$ cat src/hdl/two_ended_heap_allocator_macros.svh
// assertion macros used by the allocator module
`ifndef TWO_ENDED_HEAP_ALLOCATOR_MACROS_SVH
`define TWO_ENDED_HEAP_ALLOCATOR_MACROS_SVH
// property must hold after reset
`define TEHA_ASSERT(label, prop, msg) \
  label: assert property (@(posedge clk) disable iff (!rst_n) (prop)) else $error(msg);
// antecedent implies consequent in the same cycle
`define TEHA_IMPLY(label, ante, cons, msg) \
  label: assert property (@(posedge clk) disable iff (!rst_n) (ante) |-> (cons)) \
    else $error(msg);
// antecedent implies consequent in the next cycle
`define TEHA_NEXT(label, ante, cons, msg) \
  label: assert property (@(posedge clk) disable iff (!rst_n) (ante) |=> (cons)) \
    else $error(msg);
`endif

$ cat src/hdl/teha_ram.sv
`timescale 1ns / 1ps
module teha_ram #(
  parameter int WIDTH = 32,
  parameter int DEPTH = 64
) (
  input  logic                     clk,
  input  logic                     we,
  input  logic [$clog2(DEPTH)-1:0] waddr,
  input  logic [WIDTH-1:0]         wdata,
  input  logic [$clog2(DEPTH)-1:0] raddr,
  output logic [WIDTH-1:0]         rdata
);
  logic [WIDTH-1:0] mem [DEPTH];

  // one write port, registered read port
  always_ff @(posedge clk) begin
    if (we) begin
      mem[waddr] <= wdata;
    end
    rdata <= mem[raddr];
  end
endmodule
$ cat config.mk
export PLATFORM = sky130hd
export DESIGN_NAME = teha_ram
export DESIGN_NICKNAME = d
export VERILOG_FILES = /design/src/hdl/two_ended_heap_allocator_macros.svh /design/src/hdl/teha_ram.sv
export SDC_FILE = /design/constraint.sdc
export NUM_CORES = 2
export LEC_CHECK = 0
export ABC_CLOCK_PERIOD_IN_PS = 4400
export BUFFER_PORTS_ARGS = -buffer_cell sky130_fd_sc_hd__buf_2
export CORE_ASPECT_RATIO = 0.9
export CORE_MARGIN = 2
export CORE_UTILIZATION = 60
export CTS_CLUSTER_DIAMETER = 60
export DETAILED_ROUTE_END_ITERATION = 16
export HOLD_SLACK_MARGIN = 0.15
export PLACE_DENSITY = 0.72
export SLEW_MARGIN = 0
export SYNTH_ARGS = -nofsm -noshare
export SYNTH_HDL_FRONTEND = slang
export SYNTH_SLANG_ARGS = --single-unit
$ cat constraint.sdc
create_clock -name clk -period 4.4 [get_ports clk]
set_clock_uncertainty 0.2 [all_clocks]
set_input_delay 0.44 -clock clk [delete_from_list [all_inputs] [get_ports clk]]
set_output_delay 0.44 -clock clk [all_outputs]
set_load 0.005 [all_outputs]
==> summary.txt <==
Outcome -> completed
Top cell type's share of synthesized area -> 0.783
Syn_area_per_cell -> 23.6 um^2
Async SR Flop Fraction -> 0
Highest metal used -> met5
Routed len/inst -> 35.6 um
Critical path endpoint category -> register
Dominant cell by count in the synthesized netlist -> edfxtp_1
Clock power frac -> 0.416
I/O pins -> 78
Standard-cell rows -> 125
Sw Share -> 0.204
Cells after Synth -> 3324
Final WL -> 194 mm
Data arrival time of the critical path -> 3340 ps
WP data required -> 4840 ps
Worst Hold End -> mem[48][21]
Worst-Skew Late Latency -> 810 ps
Vias/cell -> 6.93
Crit-path max cell delay -> 930 ps
CTS resizes -> 0
Final ANT Viol Nets -> 0
GPL Wtd Cong -> 0.855
Clock sink count -> 2080
Actual slew at the worst max-slew pin -> 1220 ps
Worst VDD drop -> 0.000427 V
Period Utilization, post-route -> 0.657
Post-synth net total -> 3370
Starting Density -> 0.606
Setup-failing EPs final -> 0
Worst R2R Setup Slack -> 1850 ps
Post-synth EDFFs -> 2048
DRC viols -> 0
DR vias -> 37700
Hold Startpoint -> wdata[21]
Max Cap Violations -> 0
Worst R2R Path Depth -> 4
R2r startpoint -> mem[6][1]
CTS tree -> built
Rel. slew slack -> 0.188
Yosys warns -> 0
H-tree depth -> 4
Met3 routed WL -> 24.1 mm
Gate power share -> 0.047
Seq pwr share -> 0.536
Power density over the cells -> 463 nW/um^2
Synthesized area -> 78500 um^2
Most used flip-flop cell after synthesis -> edfxtp_1
Port bufs -> 77
Area of the multi-input gates -> 16000 um^2
R2R Path End -> rdata[1]
Slew Limit Fails -> 0
Fin Setup TNS -> 0 ps
Clock period minus worst slack -> 2890 ps
Layout cell share with drive strength beyond 1 -> 0.304
Sw Pwr -> 8.37 mW
RSZ-0062 raised after global routing -> false
Min-Delay Path Class -> in2reg
Crit start category -> primary input
Die height -> 347 um
CTS Buffer Depth -> 3
Largest net degree at the start of global routing -> 90
Final Instance Area -> 88700 um^2
Synth area leader -> edfxtp_1
Clock transition at the registers of the reported paths -> 70 ps
Synth area leaders -> edfxtp_1 (78%), mux4_2 (16%), mux2i_1 (1.2%)
WHS Path Cells -> 1
CTS Buf Count -> 191
Leak -> 27.8 nW
Filler cells -> 7638
GRT Total Usage -> 0.298
FF/Latch Area -> 62100 um^2
DP Area -> 82200 um^2
Setup CP Type -> in2reg
Crit Path Max Fanout -> 89
Die width -> 385 um
Area of the core -> 129000 um^2
Distinct cells, synth -> 34
Sequential share of the synthesized area -> 0.791
First-pass GRT wire length -> 279 mm
CTS root buf -> clkbuf_16
Post-synthesis register bit count -> 2080
Area growth syn-to-layout -> 13.0%
Synth top cells by count -> edfxtp_1 (2048), mux4_2 (544), nor2_1 (137), mux2i_1 (93), o22ai_1 (84)
DIE AREA -> 134000 um^2
Slowest-stage cell, CP -> a311oi_1
Internal power -> 32.7 mW
Post-DP HPWL -> 106 mm
Met1 WL -> 72.4 mm
Layout Utilization -> 0.685
Crit path cell chain -> buf_8 -> nor2b_1 -> buf_4 -> nand2_1 -> a311oi_1 -> nor3_1
Final Hold Vio Count -> 0
Overflow after GRT -> 0
FMAX -> 0.346 GHz
Setup bufs post-CTS -> 0
DR iter-0 viols -> 5448
Metal2 WL -> 91.7 mm
Initial antenna violation count -> 10
DR pass1 iterations -> 5
Final net count -> 3613
Vias in the first global route -> 38300
==> registers in the layout, indices dropped and copies added, names as in the netlist <==
signal / count
mem: 2048
rdata: 32
==> metrics by stage <==
stage | worst slack (ps) | hold slack (ps) | cells | power (mW)
4_1_cts | 1480 | 156 | 5445 | 41.3
5_1_grt | 1500 | 217 | 5445 | 42.1
3_3_place_gp | 638 | 617 | 5087 | 24.3
2_1_floorplan | 600 | 339 | 3324 | 23.5
6_report | 1510 | 188 | 5447 | 41.1
3_5_place_dp | 661 | 616 | 5087 | 24.4
==> how the worst max path moves through the flow <==
stage,startpoint,to,slack [ps]
finish,raddr[2],rdata[20],1510
global route,raddr[0],rdata[29],1500
CTS,raddr[0],rdata[29],1480
detailed placement,raddr[0],rdata[29],660
global placement,raddr[0],rdata[29],640
floorplan,waddr[3],mem[48][0],600
==> layout by cell type (no fill, tap or decap), drive strengths merged <==
cell	synthesis	layout
a22oi	12	12
and3	4	4
edfxtp	2048	2048
mux2i	93	93
clkbuf	74	249
o221ai	27	27
nor2b	15	15
clkinv	0	71
clkinvlp	0	9
bufinv	0	25
o22ai	84	84
a41o	4	4
buf	108	231
or3b	5	5
nand4b	1	1
nor3	7	7
or3	3	3
a31oi	1	1
nand2	26	26
dlygate4sd3	0	1
or2	3	3
nand4	2	2
diode	0	2
mux4	544	544
a21oi	62	62
nand3b	5	5
and2	2	2
nand2b	8	8
nor2	137	137
nand3	5	5
dfxtp	32	32
inv	0	3
a311oi	8	8
o32ai	4	4
==> worst max-delay path, delay by kind of cell <==
family / cells / cell delay (ps)
and+or+nand+nor: 3 / 1010
buffers and inverters: 2 / 950
AOI/OAI and AO/OA: 1 / 930
==> area by class of cell <==
class | instances | share of cell area
Multi-Input combinational cell | 1062 | 0.180
Tap cell | 1714 | 0.0242
Timing Repair Buffer | 232 | 0.0218
Sequential cell | 2080 | 0.700
Clock inverter | 108 | 0.0134
Antenna cell | 2 | 0.0000564
Clock buffer | 249 | 0.0603
==> what timing repair did <==
item	4_1_cts	5_1_grt
endpoints found under the hold margin	4	0
endpoints found under the setup margin	0	0
hold buffers	1	0
==> metal layers <==
layer  vias to the layer above  track usage
met5                         -            0
met4                        10       0.0925
met3                       334       0.0626
met2                      2524        0.455
met1                     20100        0.441
li1                      14700            -
==> cell families after synthesis <==
kind of cell	share of synthesized area
DFF	0.791
muxes	0.168
and+or+nand+nor	0.0127
buffers and inverters	0.0113
AOI/OAI and AO/OA	0.0167
==> power groups by stage <==
stage               sequential, mW  combinational [mW]  clock [mW]
finish                        22.0                1.94        17.1
global route                  22.0                2.04        18.0
CTS                           22.0                1.95        17.3
detailed placement            22.5                1.93           0
global placement              22.4                1.88           0
floorplan                     22.4                1.07           0
Note: power is estimated with default switching activity, not from simulation.
